[src/hw/rtl/bpm_pkg.sv]
// bpm_pkg: shared types, character codes and decode helpers for the bracket pair matcher.
// No dependencies; imported by bpm_stack, bpm_ctrl and bracket_pair_matcher_unit.
`default_nettype none

package bpm_pkg;

    localparam int STACK_DEPTH_DEF = 128;
    localparam int OFFSET_BITS_DEF = 16;

    localparam int CHAR_W   = 8;
    localparam int OFFSET_W = 16;
    localparam int DEPTH_W  = 8;

    localparam logic [CHAR_W-1:0] CH_LPAREN = 8'h28;
    localparam logic [CHAR_W-1:0] CH_RPAREN = 8'h29;
    localparam logic [CHAR_W-1:0] CH_LBRACK = 8'h5B;
    localparam logic [CHAR_W-1:0] CH_RBRACK = 8'h5D;
    localparam logic [CHAR_W-1:0] CH_LBRACE = 8'h7B;
    localparam logic [CHAR_W-1:0] CH_RBRACE = 8'h7D;
    localparam logic [CHAR_W-1:0] CH_QUOTE  = 8'h22;
    localparam logic [CHAR_W-1:0] CH_BSLASH = 8'h5C;

    typedef enum logic [1:0] {
        K_ROUND  = 2'd0,
        K_SQUARE = 2'd1,
        K_CURLY  = 2'd2,
        K_QUOTE  = 2'd3
    } kind_t;

    typedef enum logic [2:0] {
        ST_SCAN     = 3'd0,
        ST_MATCH    = 3'd1,
        ST_NOTOPEN  = 3'd2,
        ST_WRONG    = 3'd3,
        ST_UNCLOSED = 3'd4,
        ST_OVERFLOW = 3'd5,
        ST_IDLE     = 3'd6
    } status_t;

    // stack operation for one beat
    typedef struct packed {
        logic  push;
        logic  pop;
        logic  spill;   // old top moves down into the memory
        kind_t kind;
    } stack_op_t;

    typedef struct packed {
        status_t              status;
        logic [OFFSET_W-1:0]  offset;
        logic [DEPTH_W-1:0]   depth;
    } result_t;

    function automatic logic is_opener(input logic [CHAR_W-1:0] c);
        return (c == CH_LPAREN) || (c == CH_LBRACK) || (c == CH_LBRACE) || (c == CH_QUOTE);
    endfunction

    function automatic kind_t opener_kind(input logic [CHAR_W-1:0] c);
        kind_t k;
        k = K_QUOTE;
        if (c == CH_LPAREN) k = K_ROUND;
        else if (c == CH_LBRACK) k = K_SQUARE;
        else if (c == CH_LBRACE) k = K_CURLY;
        return k;
    endfunction

    function automatic logic is_closer(input logic [CHAR_W-1:0] c);
        return (c == CH_RPAREN) || (c == CH_RBRACK) || (c == CH_RBRACE);
    endfunction

    function automatic kind_t closer_kind(input logic [CHAR_W-1:0] c);
        kind_t k;
        k = K_CURLY;
        if (c == CH_RPAREN) k = K_ROUND;
        else if (c == CH_RBRACK) k = K_SQUARE;
        return k;
    endfunction

endpackage

`default_nettype wire

[src/hw/rtl/bpm_stack.sv]
// bpm_stack: bracket stack with the top entry in a register and the rest in a memory.
// Depends on bpm_pkg; driven by bpm_ctrl, which owns the entry count.
`default_nettype none

module bpm_stack #(
    parameter int STACK_DEPTH = bpm_pkg::STACK_DEPTH_DEF,
    parameter int CW          = $clog2(STACK_DEPTH + 1)
) (
    input  wire logic              aclk,
    input  wire logic              aresetn,
    input  wire bpm_pkg::stack_op_t op,
    input  wire logic [CW-1:0]     count_cur,
    input  wire logic [CW-1:0]     count_nxt,
    output bpm_pkg::kind_t         top_kind
);
    import bpm_pkg::*;

    localparam int AW = (STACK_DEPTH > 1) ? $clog2(STACK_DEPTH) : 1;

    kind_t         mem [STACK_DEPTH];
    kind_t         top_reg;
    kind_t         rd_reg;
    kind_t         save_reg;
    logic          bypass_reg;
    kind_t         below;
    logic [CW-1:0] wr_cnt;
    logic [CW-1:0] rd_cnt;
    logic [AW-1:0] wr_addr;
    logic [AW-1:0] rd_addr;

    // the old top is written just below the new top; read the entry under the next top
    assign wr_cnt  = count_cur - CW'(1);
    assign rd_cnt  = count_nxt - CW'(2);
    assign wr_addr = wr_cnt[AW-1:0];
    assign rd_addr = rd_cnt[AW-1:0];

    // a spill not yet visible through the memory read is taken from save_reg
    assign below    = bypass_reg ? save_reg : rd_reg;
    assign top_kind = top_reg;

    always_ff @(posedge aclk) begin
        if (op.spill) begin
            mem[wr_addr] <= top_reg;
        end
        rd_reg <= mem[rd_addr];
    end

    always_ff @(posedge aclk) begin
        if (op.spill) begin
            save_reg <= top_reg;
        end
        if (op.push) begin
            top_reg <= op.kind;
        end else if (op.pop) begin
            top_reg <= below;
        end
    end

    always_ff @(posedge aclk) begin
        if (!aresetn) begin
            bypass_reg <= 1'b0;
        end else begin
            bypass_reg <= op.spill;
        end
    end

endmodule

`default_nettype wire

[src/hw/rtl/bpm_ctrl.sv]
// bpm_ctrl: scan state (active, escape, count, offset) and per-beat status decision.
// Depends on bpm_pkg; reads the stack top from bpm_stack.
`default_nettype none

module bpm_ctrl #(
    parameter int STACK_DEPTH = bpm_pkg::STACK_DEPTH_DEF,
    parameter int OFFSET_BITS = bpm_pkg::OFFSET_BITS_DEF,
    parameter int CW          = $clog2(STACK_DEPTH + 1)
) (
    input  wire logic                        aclk,
    input  wire logic                        aresetn,
    input  wire logic                        beat,
    input  wire logic [bpm_pkg::CHAR_W-1:0]  char_code,
    input  wire logic                        span_first,
    input  wire logic                        span_last,
    input  wire bpm_pkg::kind_t              top_kind,
    output bpm_pkg::stack_op_t               op,
    output logic [CW-1:0]                    count_cur,
    output logic [CW-1:0]                    count_nxt,
    output bpm_pkg::result_t                 res
);
    import bpm_pkg::*;

    logic                   active_reg, active_next;
    logic                   esc_reg, esc_next;
    logic [CW-1:0]          count_reg, count_next;
    logic [OFFSET_BITS-1:0] offset_reg, offset_next;

    logic [CW-1:0]          base_cnt;
    logic [CW-1:0]          cnt_after;
    logic                   base_esc;
    logic [OFFSET_BITS-1:0] offset_cur;
    logic                   top_quote;
    status_t                status;

    assign count_cur = count_reg;
    assign count_nxt = count_next;

    always_comb begin
        op          = '0;
        res.status  = ST_IDLE;
        res.offset  = '0;
        res.depth   = '0;
        active_next = active_reg;
        esc_next    = esc_reg;
        count_next  = count_reg;
        offset_next = offset_reg;
        base_cnt    = span_first ? '0 : count_reg;
        base_esc    = span_first ? 1'b0 : esc_reg;
        offset_cur  = span_first ? '0 : offset_reg;
        top_quote   = (base_cnt != '0) && (top_kind == K_QUOTE);
        cnt_after   = base_cnt;
        status      = ST_SCAN;

        if (beat && (span_first || active_reg)) begin
            offset_next = (&offset_cur) ? offset_cur : offset_cur + OFFSET_BITS'(1);
            active_next = 1'b1;
            esc_next    = base_esc;

            priority if (span_first && !(is_opener(char_code) &&
                                         opener_kind(char_code) != K_QUOTE)) begin
                status    = ST_NOTOPEN;
                cnt_after = '0;
            end else if (base_esc) begin
                esc_next = 1'b0;
            end else if (top_quote) begin
                if (char_code == CH_BSLASH) begin
                    esc_next = 1'b1;
                end else if (char_code == CH_QUOTE) begin
                    op.pop    = 1'b1;
                    cnt_after = base_cnt - CW'(1);
                end
            end else if (is_opener(char_code)) begin
                if (base_cnt >= CW'(STACK_DEPTH)) begin
                    status    = ST_OVERFLOW;
                    cnt_after = CW'(STACK_DEPTH);
                end else begin
                    op.push   = 1'b1;
                    op.spill  = (base_cnt != '0);
                    op.kind   = opener_kind(char_code);
                    cnt_after = base_cnt + CW'(1);
                end
            end else if (is_closer(char_code)) begin
                if ((base_cnt != '0) && (top_kind == closer_kind(char_code))) begin
                    op.pop    = 1'b1;
                    cnt_after = base_cnt - CW'(1);
                end else begin
                    status    = ST_WRONG;
                    cnt_after = '0;
                end
            end

            // closing the outermost bracket wins over span end
            if (status == ST_SCAN) begin
                if (cnt_after == '0) begin
                    status = ST_MATCH;
                end else if (span_last) begin
                    status = ST_UNCLOSED;
                end
            end

            res.status = status;
            res.offset = OFFSET_W'(offset_cur);
            res.depth  = (32'(cnt_after) > 32'd255) ? 8'hFF : DEPTH_W'(cnt_after);

            if (status == ST_SCAN) begin
                count_next = cnt_after;
            end else begin
                count_next  = '0;
                active_next = 1'b0;
                esc_next    = 1'b0;
            end
        end
    end

    always_ff @(posedge aclk) begin
        if (!aresetn) begin
            active_reg <= 1'b0;
            esc_reg    <= 1'b0;
            count_reg  <= '0;
            offset_reg <= '0;
        end else begin
            active_reg <= active_next;
            esc_reg    <= esc_next;
            count_reg  <= count_next;
            offset_reg <= offset_next;
        end
    end

`ifndef SYNTH
    a_idle_clean: assert property (@(posedge aclk) disable iff (!aresetn)
        !active_reg |-> (count_reg == '0) && !esc_reg)
        else $error("idle scanner holds stack entries or escape");

    a_count_bound: assert property (@(posedge aclk) disable iff (!aresetn)
        count_reg <= CW'(STACK_DEPTH))
        else $error("stack count beyond depth");

    a_closed_depth: assert property (@(posedge aclk) disable iff (!aresetn)
        beat && (res.status == ST_MATCH || res.status == ST_NOTOPEN ||
                 res.status == ST_WRONG) |-> res.depth == '0)
        else $error("closing status with open entries");
`endif

endmodule

`default_nettype wire

[src/hw/rtl/bracket_pair_matcher_unit.sv]
// bracket_pair_matcher_unit: top level; input beat decode, stack, and output register.
// Depends on bpm_pkg, bpm_ctrl and bpm_stack.
//
//  channel | direction | ports                                          | flow
//  s_      | in        | s_char_code, s_span_first, s_span_last         | s_valid / s_ready
//  m_      | out       | m_scan_status, m_match_offset, m_nest_depth    | m_valid / m_ready
//
// One character per cycle while m_ready keeps the output register drained; each accepted beat's result is registered.
// Stack push, pop and top compare finish in the accept cycle; the top sits in a
// register and the entry below is prefetched from the stack memory.
// s_ready is high whenever the output register is empty or being drained.
// Reset (aresetn low, synchronous) empties the stack and leaves the scanner idle.
`default_nettype none

module bracket_pair_matcher_unit #(
    parameter int STACK_DEPTH = bpm_pkg::STACK_DEPTH_DEF,
    parameter int OFFSET_BITS = bpm_pkg::OFFSET_BITS_DEF
) (
    input  wire logic                          aclk,
    input  wire logic                          aresetn,
    input  wire logic                          s_valid,
    output logic                               s_ready,
    input  wire logic [bpm_pkg::CHAR_W-1:0]    s_char_code,
    input  wire logic                          s_span_first,
    input  wire logic                          s_span_last,
    output logic                               m_valid,
    input  wire logic                          m_ready,
    output logic [2:0]                         m_scan_status,
    output logic [bpm_pkg::OFFSET_W-1:0]       m_match_offset,
    output logic [bpm_pkg::DEPTH_W-1:0]        m_nest_depth
);
    import bpm_pkg::*;

    localparam int CW = $clog2(STACK_DEPTH + 1);

    logic          beat;
    stack_op_t     op;
    kind_t         top_kind;
    logic [CW-1:0] count_cur;
    logic [CW-1:0] count_nxt;
    result_t       res;
    result_t       res_reg;
    logic          valid_reg;

    assign s_ready = !valid_reg || m_ready;
    assign beat    = s_valid && s_ready;

    bpm_ctrl #(
        .STACK_DEPTH (STACK_DEPTH),
        .OFFSET_BITS (OFFSET_BITS),
        .CW          (CW)
    ) u_ctrl (
        .aclk       (aclk),
        .aresetn    (aresetn),
        .beat       (beat),
        .char_code  (s_char_code),
        .span_first (s_span_first),
        .span_last  (s_span_last),
        .top_kind   (top_kind),
        .op         (op),
        .count_cur  (count_cur),
        .count_nxt  (count_nxt),
        .res        (res)
    );

    bpm_stack #(
        .STACK_DEPTH (STACK_DEPTH),
        .CW          (CW)
    ) u_stack (
        .aclk      (aclk),
        .aresetn   (aresetn),
        .op        (op),
        .count_cur (count_cur),
        .count_nxt (count_nxt),
        .top_kind  (top_kind)
    );

    always_ff @(posedge aclk) begin
        if (beat) begin
            res_reg <= res;
        end
    end

    always_ff @(posedge aclk) begin
        if (!aresetn) begin
            valid_reg <= 1'b0;
        end else if (beat) begin
            valid_reg <= 1'b1;
        end else if (m_ready) begin
            valid_reg <= 1'b0;
        end
    end

    assign m_valid        = valid_reg;
    assign m_scan_status  = res_reg.status;
    assign m_match_offset = res_reg.offset;
    assign m_nest_depth   = res_reg.depth;

`ifndef SYNTH
    a_beat_lands: assert property (@(posedge aclk) disable iff (!aresetn)
        beat |=> m_valid)
        else $error("accepted beat produced no result");
`endif

endmodule

`default_nettype wire

[config.mk]
export PLATFORM = sky130hd
export DESIGN_NAME = bracket_pair_matcher_unit
export DESIGN_NICKNAME = d
export VERILOG_FILES = /design/src/hw/rtl/bpm_pkg.sv /design/src/hw/rtl/bpm_stack.sv /design/src/hw/rtl/bpm_ctrl.sv /design/src/hw/rtl/bracket_pair_matcher_unit.sv
export SDC_FILE = /design/constraint.sdc
export NUM_CORES = 1
export LEC_CHECK = 0
export BUFFER_PORTS_ARGS = -buffer_cell sky130_fd_sc_hd__buf_2
export CAP_MARGIN = 10
export CORE_UTILIZATION = 55
export CTS_BUF_LIST = sky130_fd_sc_hd__clkbuf_8
export CTS_CLUSTER_SIZE = 30
export DETAILED_ROUTE_END_ITERATION = 8
export PLACE_DENSITY = 0.75
export SLEW_MARGIN = 20
export SYNTH_ARGS = -nofsm -noshare
export SYNTH_HDL_FRONTEND = slang
export SYNTH_SLANG_ARGS = --single-unit
[constraint.sdc]
create_clock -name aclk -period 5.54 [get_ports aclk]
set_input_delay 0 -clock aclk [delete_from_list [all_inputs] [get_ports aclk]]
set_output_delay 0 -clock aclk [all_outputs]
set_load 0.1 [all_outputs]
# Word level (Yosys, flattened, before mapping)
# Memories as Yosys holds them, arrays and structs flattened. A register that Yosys moved wholly into a read port is not among the register bits.
# Cells that the tools add are included.
[op_classes]
add_sub_neg = 5
magnitude_cmp = 1
eq_ne = 11
muxes = 68
n_reduce_logical = 22
[ops]
columns = ["op", "count"]
rows = [
  ["8-bit two-way mux", 13],
  ["3-bit two-way mux", 14],
  ["8-bit by 7-bit equality test with 1-bit output, second input constant", 5],
  ["16-bit two-way mux", 2],
  ["2-bit two-way mux", 15],
  ["8-bit by 6-bit equality test with 1-bit output, second input constant", 3],
  ["1-bit two-way mux", 21],
  ["16-bit by 1-bit adder with 16-bit output, second input constant", 1],
  ["16-bit AND reduction", 1],
  ["5-bit two-way mux", 3],
  ["8-bit by 1-bit adder with 8-bit output, second input constant", 1],
  ["8-bit greater-or-equal comparator, second input constant", 1],
  ["8-bit zero test", 1],
  ["8-bit nonzero test", 1],
  ["8-bit by 1-bit subtractor with 8-bit output, second input constant", 1],
  ["1-bit logical OR", 7],
  ["7-bit by 1-bit subtractor with 7-bit output, second input constant", 1],
  ["7-bit by 2-bit subtractor with 7-bit output, second input constant", 1],
  ["1-bit logical AND", 6],
  ["3-bit zero test", 2],
  ["2-bit nonzero test", 2],
  ["2-bit equality test", 1],
  ["2-bit equality test, second input constant", 1],
  ["1-bit zero test", 2],
  ["2-bit != test, second input constant", 1],
]
[word_totals]
regBits = 59
ram_bits = 256
in_bits = 14
out_inout_bits = 29
wordCells = 119
n_memories = 1
[mem_list]
columns = ["memory", "depth", "word_bits", "rd", "rd_ports_with_merged_regs", "write_ports", "line_no", "source"]
rows = [
  ["u_stack.mem", 128, 2, 1, 1, 1, "bpm_stack.sv:20", "kind_t mem [STACK_DEPTH];"],
]

# Logic depth before layout (Yosys ltp)
# Gate-level depths: netlist (run 1).
[logic_depth]
ltp_word = 28
ltp_mapped = 26
depth_no_buf = 20

# Hierarchy
# A second synthesis (run 1) with hierarchy kept.
[hier_totals]
hier_cells = 1161
area_unflattened_um2 = 14701.6
[by_module_without_submodules]
columns = ["module", "instances", "cells_each", "area_per_inst_um2", "seq_area_each_um2"]
rows = [
  ["bpm_stack", 1, 747, 11090.6, 7867.5],
  ["bpm_ctrl", 1, 382, 2742.6, 520.5],
  ["bracket_pair_matcher_unit", 1, 32, 868.3, 830.8],
]

# Worst setup path after synthesis (run 1)
# Ideal clock, no wire load.
[synth_timing]
path_type = "reg2reg"
startpoint = "register u_stack.top_reg[0], in the netlist u_stack.top_kind[0]"
endpoint = "register u_stack.rd_reg[0] (read register of u_stack.mem)"
setup_time_ns = 0.133
arrival_time_ns = 5.798
required_ns = 5.407
setup_slack_ns = -0.391
stages_incl_launch_ff = 20
n_path_buf = 4
period_less_slack_ns = 5.931
path_cell_list = "edfxtp_1 > nand2b_1 > nor4_1 > o21bai_2 > a211o_1 > o21ai_2 > inv_2 > clkbuf_1 > clkbuf_1 > clkbuf_1 > ha_1 > or2_2 > o2111ai_1 > or3_1 > buf_2 > nand3_1 > a2111oi_0 > nor4_1 > o21ai_1 > nand4_1"
[synth_via]
elab_chain_cells = 17
word_cells_on_any_way = 28
cone_classes = "add/sub (1); eq/ne (2); mux (20); reduce/logical (5)"
[synth_lines]
columns = ["item", "line_no", "source"]
rows = [
  ["start: declaration", "bpm_stack.sv:21", "kind_t top_reg;"],
  ["start signal: assignment", "bpm_stack.sv:53", "top_reg <= op.kind;"],
  ["start signal: assignment", "bpm_stack.sv:55", "top_reg <= below;"],
  ["2-bit equality test", "bpm_ctrl.sv:84", "if ((base_cnt != '0) && (top_kind == closer_kind(char_code))) begin"],
  ["1-bit logical AND", "bpm_ctrl.sv:84", ""],
  ["8-bit two-way mux / 2-bit two-way mux (equally long branches)", "bpm_ctrl.sv:84", ""],
  ["8-bit two-way mux / 3-bit two-way mux (equally long branches)", "bpm_ctrl.sv:83", "end else if (is_closer(char_code)) begin"],
  ["8-bit two-way mux / 3-bit two-way mux (equally long branches)", "bpm_ctrl.sv:73", "end else if (is_opener(char_code)) begin"],
  ["8-bit two-way mux / 3-bit two-way mux (equally long branches)", "bpm_ctrl.sv:66", "end else if (top_quote) begin"],
  ["8-bit two-way mux / 3-bit two-way mux (equally long branches)", "bpm_ctrl.sv:64", "end else if (base_esc) begin"],
  ["8-bit two-way mux / 3-bit two-way mux (equally long branches)", "bpm_ctrl.sv:60", "priority if (span_first && !(is_opener(char_code) &&"],
  ["8-bit two-way mux / 3-bit two-way mux (equally long branches)", "bpm_ctrl.sv:55", "if (beat && (span_first || active_reg)) begin"],
  ["8-bit zero test / 3-bit two-way mux (equally long branches)", "bpm_ctrl.sv:95, bpm_ctrl.sv:97", ""],
  ["3-bit two-way mux", "bpm_ctrl.sv:95", "if (cnt_after == '0) begin"],
  ["3-bit two-way mux", "bpm_ctrl.sv:94", "if (status == ST_SCAN) begin"],
  ["3-bit two-way mux", "bpm_ctrl.sv:55", ""],
  ["3-bit zero test", "bpm_ctrl.sv:106", "if (status == ST_SCAN) begin"],
  ["8-bit two-way mux (*)", "bpm_ctrl.sv:106", ""],
  ["8-bit two-way mux (*)", "bpm_ctrl.sv:55", ""],
  ["7-bit by 2-bit subtractor with 7-bit output (*)", "bpm_stack.sv:33", "assign rd_cnt = count_nxt - CW'(2);"],
  ["end: declaration", "bpm_stack.sv:22", "kind_t rd_reg;"],
]
# Every way passes the cells marked *; elsewhere a longest branch is shown, timed or not. The select of a mux whose other input is x is not followed.
# A chain may end at the register's enable or synchronous reset.

# Worst setup path in the final report (run 1)
[layout_timing]
startpoint = "register u_ctrl.count_reg[0], in the netlist u_ctrl.count_cur[0]"
endpoint = "register u_stack.rd_reg[0] (read register of u_stack.mem)"
[layout_via]
elab_chain_cells = 18
word_cells_on_any_way = 35
cone_classes = "add/sub (3); order compare (1); mux (25); reduce/logical (6)"
[layout_lines]
columns = ["item", "line_no", "source"]
rows = [
  ["start: declaration", "bpm_ctrl.sv:26", "logic [CW-1:0] count_reg, count_next;"],
  ["start signal: assignment", "bpm_ctrl.sv:125", "count_reg <= count_next;"],
  ["parallel branches: the longest is 16 deep, another holds 8-bit by 1-bit subtractor with 8-bit output", "--", ""],
  ["8-bit two-way mux (*)", "bpm_ctrl.sv:55", ""],
  ["7-bit by 2-bit subtractor with 7-bit output (*)", "bpm_stack.sv:33", ""],
]
# Mark *: on every way between the ends. The select of a mux whose other input is x is not followed.

==> results of run 1 <==
## Yosys cell counts (all sizes together), types with 14 or more instances
cell type / number / share of area (%)
xnor2: 16 / 0.94
o21ai: 30 / 1.0
nor2: 185 / 4.7
a21oi: 55 / 1.8
inv: 14 / 0.35
and2: 39 / 1.6
a311oi: 18 / 1.1
nand4: 36 / 1.5
nand2: 259 / 6.5
nor3: 15 / 0.54
and3: 20 / 0.84
clkbuf: 56 / 1.4
dfxtp: 30 / 4.0
buf: 29 / 1.2
nand3: 88 / 3.0
a22oi: 23 / 1.2
edfxtp: 287 / 58
## how the worst max path moves through the flow
stage / depth (start not counted) / slack [ns] / startpoint / to
finish: 20 / 0.37 / u_ctrl.count_cur[0] / u_stack.rd_reg[0]
global placement: 20 / 0.62 / u_ctrl.count_cur[0] / u_stack.rd_reg[1]
global route: 20 / 0.1 / u_ctrl.count_cur[0] / u_stack.rd_reg[0]
detailed placement: 20 / 0.43 / u_ctrl.count_cur[0] / u_stack.rd_reg[0]
floorplan: 19 / 0.02 / u_stack.top_kind[1] / u_stack.rd_reg[0]
CTS: 20 / 0.41 / u_ctrl.count_cur[0] / u_stack.rd_reg[0]
## power by group through the flow
stage | clock (W) | combinational, W | sequential (W)
after floorplan | 0 | 0.0000386 | 0.00271
after global placement | 0 | 0.000140 | 0.00264
after detailed placement | 0 | 0.000141 | 0.00264
after CTS | 0.00190 | 0.000145 | 0.00259
after global routing | 0.00200 | 0.000151 | 0.00259
final | 0.00187 | 0.000145 | 0.00259
## repair_timing
item / 4_1_cts / 5_1_grt
hold buffers: 8 / 0
setup endpoints to repair: 0 / 1
gates resized for setup: 0 / 1
hold endpoints to repair: 32 / 0
## cells by family after synthesis
logic type | count (synthesis) | share of synthesized area, %
buffers and inverters | 99 | 2.951
AND/OR/NAND/NOR | 706 | 21.77
adder cells (fa/ha/maj) | 5 | 0.4191
flip-flops | 317 | 61.77
XOR/XNOR | 27 | 1.584
AO/OA/AOI/OAI | 226 | 10.69
multiplexers | 12 | 0.8215
## area by class of cell
cell class,instances,area [µm²]
well taps,335,419.2
flip-flops and latches,317,9219
inverters,14,52.55
clock buffers,55,757.0
multi-input cells,976,5335
fillers,2072,9728
clock inverters,40,200.2
repair buffers,90,643.1
## per-stage QoR
stage / power (W) / instances / utilization, % / worst slack [ns]
after global routing: 0.004739 / 1827 / 63.09 / 0.09738
final: 0.004604 / 1827 / 63.09 / 0.3654
after detailed placement: 0.002777 / 1722 / 58.93 / 0.4258
after global placement: 0.002776 / 1722 / 58.93 / 0.6160
after floorplan: 0.002747 / 1392 / - / 0.01956
after CTS: 0.004633 / 1825 / 62.87 / 0.4078
## critical path, stage by stage, from the launching register on
cell	delay, ns
dfxtp_1	0.38
inv_1	0.14
nor2_1	0.10
inv_1	0.08
ha_1	0.36
or3b_2	0.54
o211ai_1	0.24
buf_4	0.22
o32ai_1	0.12
a311o_1	0.36
a31o_2	0.24
a2bb2oi_2	0.17
ha_4	0.23
or2_2	0.30
o2111ai_2	0.13
or3_4	0.44
nand3_1	0.15
a2111oi_2	0.40
nor4_1	0.11
o21ai_1	0.22
nand4_1	0.13
## layer usage
metal | global-route usage [%] | vias to the layer above | routed length, µm
li1 | - | 5238 | -
met1 | 35.03 | 5366 | 15310
met2 | 44.85 | 585 | 17760
met3 | 4.895 | 124 | 3082
met4 | 12.44 | 2 | 1551
met5 | 0 | - | 11
==> metrics.md, run 1 <==
| Metric | Value |
|---|---|
| Seq/Total Area, Yosys | 61.77% |
| CTS Buffer Depth | 3 |
| Worst reg2reg startpoint | u_ctrl.count_cur[0] |
| Largest net degree at the start of global routing | 116 |
| EDFF count, synth | 287 |
| Die X | 166.7 µm |
| Max_cap viols | 0 |
| Synthesized instance count | 1392 |
| Post-layout instance area | 16630 µm² |
| DR DRC count | 0 |
| Htree depth | 2 |
| Final number of hold-violating endpoints | 0 |
| Clk sinks | 317 |
| Gpl congestion | 0.9869 |
| Synthesis Warnings | 0 |
| Area Growth Syn to Fin | 11.39% |
| Register-to-register setup slack | 0.37 ns |
| Most common cell after layout, fill and taps aside | edfxtp_1 |
| Fmax | 193.3 MHz |
| Chip height | 166.7 µm |
| Clock Skews | 0.03631 ns |
| Total Routing Usage GR | 27.15% |
| Flop pwr share | 56.2% |
| Initial core utilization | 56.63% |
| # setup viols final | 0 |
| Clock power share | 40.7% |
| Routed len/inst | 20.64 µm |
| Largest register FFs | 256 |
| FP Rows | 59 |
| Final count of pins violating max slew | 0 |
| Comb power frac | 3.1% |
| WHS Path Cells | 4 |
| NetSw | 0.001027 W |
| Antenna violations before repair | 1 |
| Critical Path RT | 6.00 ns |
| Total CTS buffers | 52 |
| Critical path capture point type | flop |
| Grt total ovfl | 0 |
| P per Cell Area | 276.9 nW/µm² |
| Final nets | 1470 |
| WHS Endpoint | m_match_offset[12] |
| Via/cell ratio | 6.193 |
| Worst-path clk slew | 0.06 ns |
| Placement Cell Area | 15530 µm² |
| Main synth FF type | edfxtp_1 |
| Crit path arrival time | 5.63 ns |
| RSZ-0062 raised after global routing | false |
| I/O Buffers | 42 |
| Post-Syn Nets | 1411 |
| Core Footprint | 26350 µm² |
| CTS root buf | clkbuf_8 |
| Switching share of power | 22.30% |
| Share of cells above drive strength 1 | 11.46% |
| Async SR Flop Fraction | 0% |
| Routed Antenna Nets | 0 |
| Most frequent cells in the layout | edfxtp_1 (287), nand2_1 (259), nor2_1 (184) |
| Post-CTS setup buffers | 0 |
| Slew margin rel. | 32.29% |
| Worst slew pin tran | 1.013 ns |
| Worst-Skew Late Latency | 0.59 ns |
| Flops & latches, synth | 317 |
| Diodes inserted | 0 |
| Detail Placement HPWL | 23.57 mm |
| Int Pwr | 0.003577 W |
| FF-to-FF End | u_stack.rd_reg[0] |
| Number of global-route vias before repair | 11145 |
| Status | complete, no violations |
| Fin Hold WS | 0.03890 ns |
| Worst reg2reg path depth | 20 |
| TNS Setup | 0 ns |
| LEAKAGE | 5.694 nW |
| Worst vdd ir | 265.3 µV |
| Total die area | 27800 µm² |
| DRT iter0 DRCs | 1239 |
| Post-synth cell types | 78 |
| Pre-antenna DRT Iters | 5 |
| Crit Path Class | flop to flop |
| Boundary Pins | 43 |
| Fin crit share | 93.40% |
| Final min period | 5.175 ns |
| CTS tree | built |
| Routed vias | 11315 |
| Min-delay src | m_ready |
| Syn Area/Cell | 10.72 µm² |
| Wirelength, routed | 37.72 mm |
| Global-route wire length before repair | 59.18 mm |
| CP startpoint kind | flop |
| Synth Cell Area | 14930 µm² |
| Worst Path Max Fanout | 31 |
| Worst Hold Class | input port to flop |
Power figures use the tool's default switching activity.
==> inputs of run 2 (changes only) <==
--- a/config.mk
+++ b/config.mk
@@ -5,13 +5,13 @@
 export SDC_FILE = /design/constraint.sdc
 export NUM_CORES = 1
 export LEC_CHECK = 0
-export BUFFER_PORTS_ARGS = -buffer_cell sky130_fd_sc_hd__buf_2
 export CAP_MARGIN = 10
 export CORE_UTILIZATION = 55
 export CTS_BUF_LIST = sky130_fd_sc_hd__clkbuf_8
 export CTS_CLUSTER_SIZE = 30
 export DETAILED_ROUTE_END_ITERATION = 8
-export PLACE_DENSITY = 0.75
+export DONT_BUFFER_PORTS = 1
+export PLACE_DENSITY = 0.73
 export SLEW_MARGIN = 20
 export SYNTH_ARGS = -nofsm -noshare
 export SYNTH_HDL_FRONTEND = slang
==> run 2 against run 1 <==
Against the previous run:
- power decreased by 0.29%
- largest cell class unchanged
- sequential power increased by 3%
- via count decreased by 0.90%
==> metrics.md, run 2 (synthesized netlist as in run 1, its figures left out) <==
| Metric | Value |
|---|---|
| Fill count | 2154 (+4.0%) |
| TNS Setup | 0 ns (unchanged) |
| Most common cell after layout, fill and taps aside | edfxtp_1 |
| Critical path capture point type | flop |
| Worst slew pin tran | 1.031 ns (+0.01806 ns) |
| Boundary Pins | 43 (unchanged) |
| Total Routing Usage GR | 27.06% (-0.094 points) |
| Crit path arrival time | 5.75 ns (+0.12 ns) |
| P per Cell Area | 279.5 nW/µm² (+0.94%) |
| Critical Path RT | 6.06 ns (+0.06 ns) |
| Most frequent cells in the layout | edfxtp_1 (287), nand2_1 (259), nor2_1 (183) |
| Final nets | 1429 (-2.8%) |
| Final count of pins violating max slew | 0 (unchanged) |
| Clock power share | 40.8% (about the same) |
| Htree depth | 2 (unchanged) |
| Die X | 166.7 µm (unchanged) |
| Antenna violations before repair | 0 (-1) |
| Routed vias | 11213 (-0.90%) |
| Initial core utilization | 56.63% (unchanged) |
| Worst Hold Class | input port to flop |
| Core Footprint | 26350 µm² (unchanged) |
| Min-delay src | s_char_code[3] |
| Max_cap viols | 0 (unchanged) |
| Wirelength, routed | 38.01 mm (+0.78%) |
| Final number of hold-violating endpoints | 0 (unchanged) |
| Global-route wire length before repair | 58.44 mm (-1.3%) |
| Largest net degree at the start of global routing | 126 (+8.6%) |
| Routed Antenna Nets | 0 (unchanged) |
| I/O Buffers | 0 (-100%) |
| Chip height | 166.7 µm (unchanged) |
| CP startpoint kind | flop |
| Fin crit share | 94.48% (+1.1 points) |
| LEAKAGE | 5.495 nW (-3.5%) |
| Clock Skews | 0.02517 ns (-0.01114 ns) |
| Int Pwr | 0.003559 W (-0.50%) |
| Worst Path Max Fanout | 48 (+55%) |
| Total die area | 27800 µm² (unchanged) |
| # setup viols final | 0 (unchanged) |
| Source of the critical timing path | u_ctrl.count_cur[0] |
| Worst reg2reg startpoint | u_ctrl.count_cur[0] |
| Share of cells above drive strength 1 | 9.442% (-2.0 points) |
| Final min period | 5.234 ns (+0.05977 ns) |
| Total CTS buffers | 51 (-1.9%) |
| Area Growth Syn to Fin | 10.03% |
| Pre-antenna DRT Iters | 6 (+1) |
| DRT iter0 DRCs | 1195 (-3.6%) |
| Crit Path Class | flop to flop |
| Status | complete, no violations |
| Gpl congestion | 0.9454 (-4.2%) |
| RSZ-0062 raised after global routing | false |
| Layout Cells excl Fill | 1786 (-2.2%) |
| Routed len/inst | 21.28 µm (+3.1%) |
| Clk sinks | 317 (unchanged) |
| Diodes inserted | 0 (unchanged) |
| FP Rows | 59 (unchanged) |
| Number of global-route vias before repair | 10590 (-5.0%) |
| Flop pwr share | 57.8% (+1.6 points) |
| Worst vdd ir | 194.1 µV (-27%) |
| Fmax | 191.0 MHz (-1.1%) |
| Top Layer Used | met4 |
| Comb power frac | 1.3% (-1.8 points) |
| Via/cell ratio | 6.278 (+1.4%) |
| Layout Utilization | 62.32% (-0.77 points) |
| Grt total ovfl | 0 (unchanged) |
| CTS tree | built |
| CTS root buf | clkbuf_8 |
| Met3 WL | 2.855 mm (-7.4%) |
| Worst-path clk slew | 0.07 ns (about the same) |
| CTS Buffer Depth | 3 (unchanged) |
| DR DRC count | 0 (unchanged) |
| Largest register FFs | 256 (unchanged) |
| Switching share of power | 22.47% (+0.16 points) |
| Detail Placement HPWL | 23.20 mm (-1.6%) |
| Routed wl met2 | 18.34 mm (+3.3%) |
| Multi-input logic area | 5350 µm² (+0.28%) |
| WL met1 | 15.38 mm (+0.48%) |
| Placed cell count | 1674 (-2.8%) |
| NetSw | 0.001031 W (+0.43%) |
| Register area | 9219 µm² (unchanged) |
| Slew margin rel. | 31.09% (-1.2 points) |
| Worst-Skew Late Latency | 0.59 ns (about the same) |
run 2: layout make-up:
class	instances	share of cell area, %
clock buffers	54	4.525
repair buffers	49	2.606
well taps	335	2.552
clock inverters	40	1.288
multi-input cells	977	32.58
inverters	14	0.3200
flip-flops and latches	317	56.13
run 2: per-layer routing:
layer  track usage [%]  vias up
met5                 0        -
met4             11.51        0
met3             4.087      101
met2             44.46      501
met1             36.01     5456
li1                  -     5155
run 2: timing repair:
action,CTS,global route
endpoints found under the setup margin,0,2
buffers inserted,0,3
gates resized for setup,0,3
hold buffers,14,0
endpoints found under the hold margin,80,0
run 2: power by group through the flow:
stage	sequential (W)	combinational (W)	clock [W]
2_1_floorplan	0.00271	0.0000386	0
3_3_place_gp	0.00270	0.0000484	0
3_5_place_dp	0.00271	0.0000485	0
4_1_cts	0.00266	0.0000594	0.00190
5_1_grt	0.00265	0.0000641	0.00199
6_report	0.00266	0.0000605	0.00187
run 2: final timing paths:
| check | end | slack (ns) | cells after the start |
|---|---|---|---|
| max | u_stack.rd_reg[1] | 0.31 | 17 |
| min | u_stack.top_kind[1] | 0.04 | 3 |
| max reg2reg | u_stack.rd_reg[1] | 0.31 | 17 |
| min reg2reg | m_match_offset[9] | 0.56 | 1 |
run 2: through the flow:
stage | instance area, µm² | total power, W | setup WS, ns | hold WS, ns
floorplan | 15030 | 0.002747 | 0.01956 | 0.1217
finish | 16420 | 0.004590 | 0.3057 | 0.04294
global placement | 15290 | 0.002753 | 0.5568 | 0.1255
global route | 16420 | 0.004714 | 0.002881 | 0.08437
detailed placement | 15290 | 0.002754 | 0.3212 | 0.1285
CTS | 16380 | 0.004616 | 0.2720 | 0.01788
run 2: critical path, stage by stage (launching register included):
cell and delay (ns):
dfxtp_1 0.38, inv_1 0.14, nor2_1 0.09, inv_1 0.08
ha_1 0.35, or3b_2 0.53, o21ai_0 0.45, nor2_1 0.15
o21ai_1 0.29, and4_1 0.40, o31a_2 0.71, buf_12 0.31
a21oi_1 0.10, a22oi_1 0.39, a22oi_1 0.16, a311oi_1 0.34
o31ai_1 0.14, nand4_1 0.11
==> inputs of run 3 (changes only) <==
--- a/config.mk
+++ b/config.mk
@@ -7,7 +7,7 @@
 export LEC_CHECK = 0
 export CAP_MARGIN = 10
 export CORE_UTILIZATION = 55
-export CTS_BUF_LIST = sky130_fd_sc_hd__clkbuf_8
+export CTS_BUF_LIST = sky130_fd_sc_hd__clkbuf_4 sky130_fd_sc_hd__clkbuf_8
 export CTS_CLUSTER_SIZE = 30
 export DETAILED_ROUTE_END_ITERATION = 8
 export DONT_BUFFER_PORTS = 1
==> run 3 against run 2 <==
Against the previous run:
- clock power rose by 6%
- sequential power barely moved
- final area rose by 0.39%
- largest power group unchanged
- sequential cell count did not move
==> metrics.md, run 3 (synthesized netlist as in run 1, its figures left out) <==
| Metric | Value |
|---|---|
| Core Footprint | 26350 µm² (unchanged) |
| Layout Utilization | 62.56% (+0.24 points) |
| Final count of pins violating max slew | 0 (unchanged) |
| # setup viols final | 0 (unchanged) |
| Crit Path Class | flop to flop |
| Tot Pwr | 0.004701 W (+2.4%) |
| Most common cell after layout, fill and taps aside | edfxtp_1 |
| Antenna violations before repair | 1 (+1) |
| Total Routing Usage GR | 27.14% (+0.078 points) |
| Final number of hold-violating endpoints | 0 (unchanged) |
| Max_cap viols | 0 (unchanged) |
| FP Rows | 59 (unchanged) |
| Met2 Use GR | 44.30% (-0.16 points) |
| Placed cell count | 1674 (unchanged) |
| Wirelength, routed | 37.98 mm (about the same) |
| Fmax | 192.7 MHz (+0.88%) |
| Layout Cells excl Fill | 1786 (unchanged) |
| Worst-path clk slew | 0.07 ns (about the same) |
| LEAKAGE | 5.483 nW (-0.22%) |
| Routed len/inst | 21.27 µm (about the same) |
| Routed Antenna Nets | 0 (unchanged) |
| Critical path capture point type | flop |
| Register-to-register setup slack | 0.35 ns (+0.05 ns) |
| Largest net degree at the start of global routing | 126 (unchanged) |
| Via/cell ratio | 6.275 (about the same) |
| CTS root buf | clkbuf_8 |
| Worst vdd ir | 191.2 µV (-1.5%) |
| Chip height | 166.7 µm (unchanged) |
| DR DRC count | 0 (unchanged) |
| Met1 usage | 36.11% (+0.11 points) |
| Routed vias | 11208 (-0.045%) |
| Worst-Skew Late Latency | 0.59 ns (about the same) |
| Slew margin rel. | 32.29% (+1.2 points) |
| Critical Path RT | 6.06 ns (about the same) |
| CTS Buffer Depth | 3 (unchanged) |
| Worst reg2reg path depth | 17 (unchanged) |
| Pre-antenna DRT Iters | 5 (-1) |
| Worst Hold Class | input port to flop |
| CP startpoint kind | flop |
| Detail Placement HPWL | 23.20 mm (unchanged) |
| Grt total ovfl | 0 (unchanged) |
| Total die area | 27800 µm² (unchanged) |
| Die X | 166.7 µm (unchanged) |
| Share of cells above drive strength 1 | 10.61% (+1.2 points) |
| Crit path arrival time | 5.71 ns (-0.04 ns) |
| Status | complete, no violations |
| Clk sinks | 317 (unchanged) |
| Htree depth | 2 (unchanged) |
| Gpl congestion | 0.9454 (unchanged) |
| Total CTS buffers | 51 (unchanged) |
| Fill count | 2139 (-0.70%) |
| Busiest grt layer | met2 |
| P per Cell Area | 285.1 nW/µm² (+2.0%) |
| DRT iter0 DRCs | 1227 (+2.7%) |
| Worst slew pin tran | 1.013 ns (-0.01801 ns) |
| Clock Skews | 0.02684 ns (+0.001674 ns) |
| Fin crit share | 93.66% (-0.82 points) |
| Final min period | 5.189 ns (-0.04559 ns) |
| CTS tree | built |
| Number of global-route vias before repair | 10613 (+0.22%) |
| Initial core utilization | 56.63% (unchanged) |
| I/O Buffers | 0 (unchanged) |
| Final nets | 1429 (unchanged) |
| Boundary Pins | 43 (unchanged) |
| Most frequent cells in the layout | edfxtp_1 (287), nand2_1 (259), nor2_1 (183) |
| Worst Path Max Fanout | 48 (unchanged) |
| Diodes inserted | 0 (unchanged) |
| Largest register FFs | 256 (unchanged) |
| GR Util met3 | 4.183% (+0.095 points) |
| Global-route wire length before repair | 58.64 mm (+0.34%) |
| Area Growth Syn to Fin | 10.46% |
| WHS Path Cells | 3 (unchanged) |
[run 3: final cells by class]
| class | instances | area (µm²) | share of cell area (%) |
|---|---|---|---|
| clock inverters | 23 | 147.6 | 0.8955 |
| well taps | 335 | 419.2 | 2.542 |
| flip-flops and latches | 317 | 9219 | 55.92 |
| multi-input cells | 977 | 5350 | 32.45 |
| inverters | 14 | 52.55 | 0.3187 |
| repair buffers | 49 | 427.9 | 2.595 |
| clock buffers | 71 | 870.8 | 5.282 |
[run 3: path summary, 6_finish.rpt]
| path | start | to |
|---|---|---|
| worst min-delay path | s_char_code[3] | u_stack.top_kind[1] |
| worst min register to register | u_ctrl.offset_reg[9] | m_match_offset[9] |
| worst max-delay path | u_ctrl.count_cur[0] | u_stack.rd_reg[1] |
| worst max register to register | u_ctrl.count_cur[0] | u_stack.rd_reg[1] |
[run 3: routing by layer]
layer | vias up | wire length, µm
met5 | - | 0
met4 | 0 | 1461
met2 | 524 | 18200
met3 | 108 | 3015
met1 | 5420 | 15300
li1 | 5156 | -
[run 3: where the power goes]
part | internal, W | total, W | switching [W]
Sequential | 0.00258 | 0.00266 | 0.0000713
Clock | 0.00107 | 0.00199 | 0.000914
Combinational | 0.0000191 | 0.0000609 | 0.0000417
[run 3: worst max-delay path: stages, from the launching register on]
cell and delay (ns):
dfxtp_1 0.39, inv_1 0.14, nor2_1 0.09, inv_1 0.08
ha_1 0.35, or3b_2 0.53, o21ai_0 0.43, nor2_1 0.15
o21ai_1 0.27, and4_1 0.40, o31a_2 0.72, buf_12 0.32
a21oi_1 0.10, a22oi_1 0.37, a22oi_1 0.16, a311oi_1 0.34
o31ai_1 0.14, nand4_1 0.11
[run 3: metrics by stage]
step	instance area (µm²)	setup TNS [ns]	worst slack (ns)	hold slack, ns
detailed placement	15290	0	0.3212	0.1285
global route	16490	-0.01064	-0.01064	0.08546
CTS	16450	0	0.2722	0.01591
global placement	15290	0	0.5568	0.1255
finish	16490	0	0.3513	0.03639
floorplan	15030	0	0.01956	0.1217
[run 3: repair_timing]
item / 4_1_cts / 5_1_grt
hold buffers: 14 / 0
hold endpoints to repair: 80 / 0
setup endpoints to repair: 0 / 2
gates resized for setup: 0 / 3
buffers inserted: 0 / 3
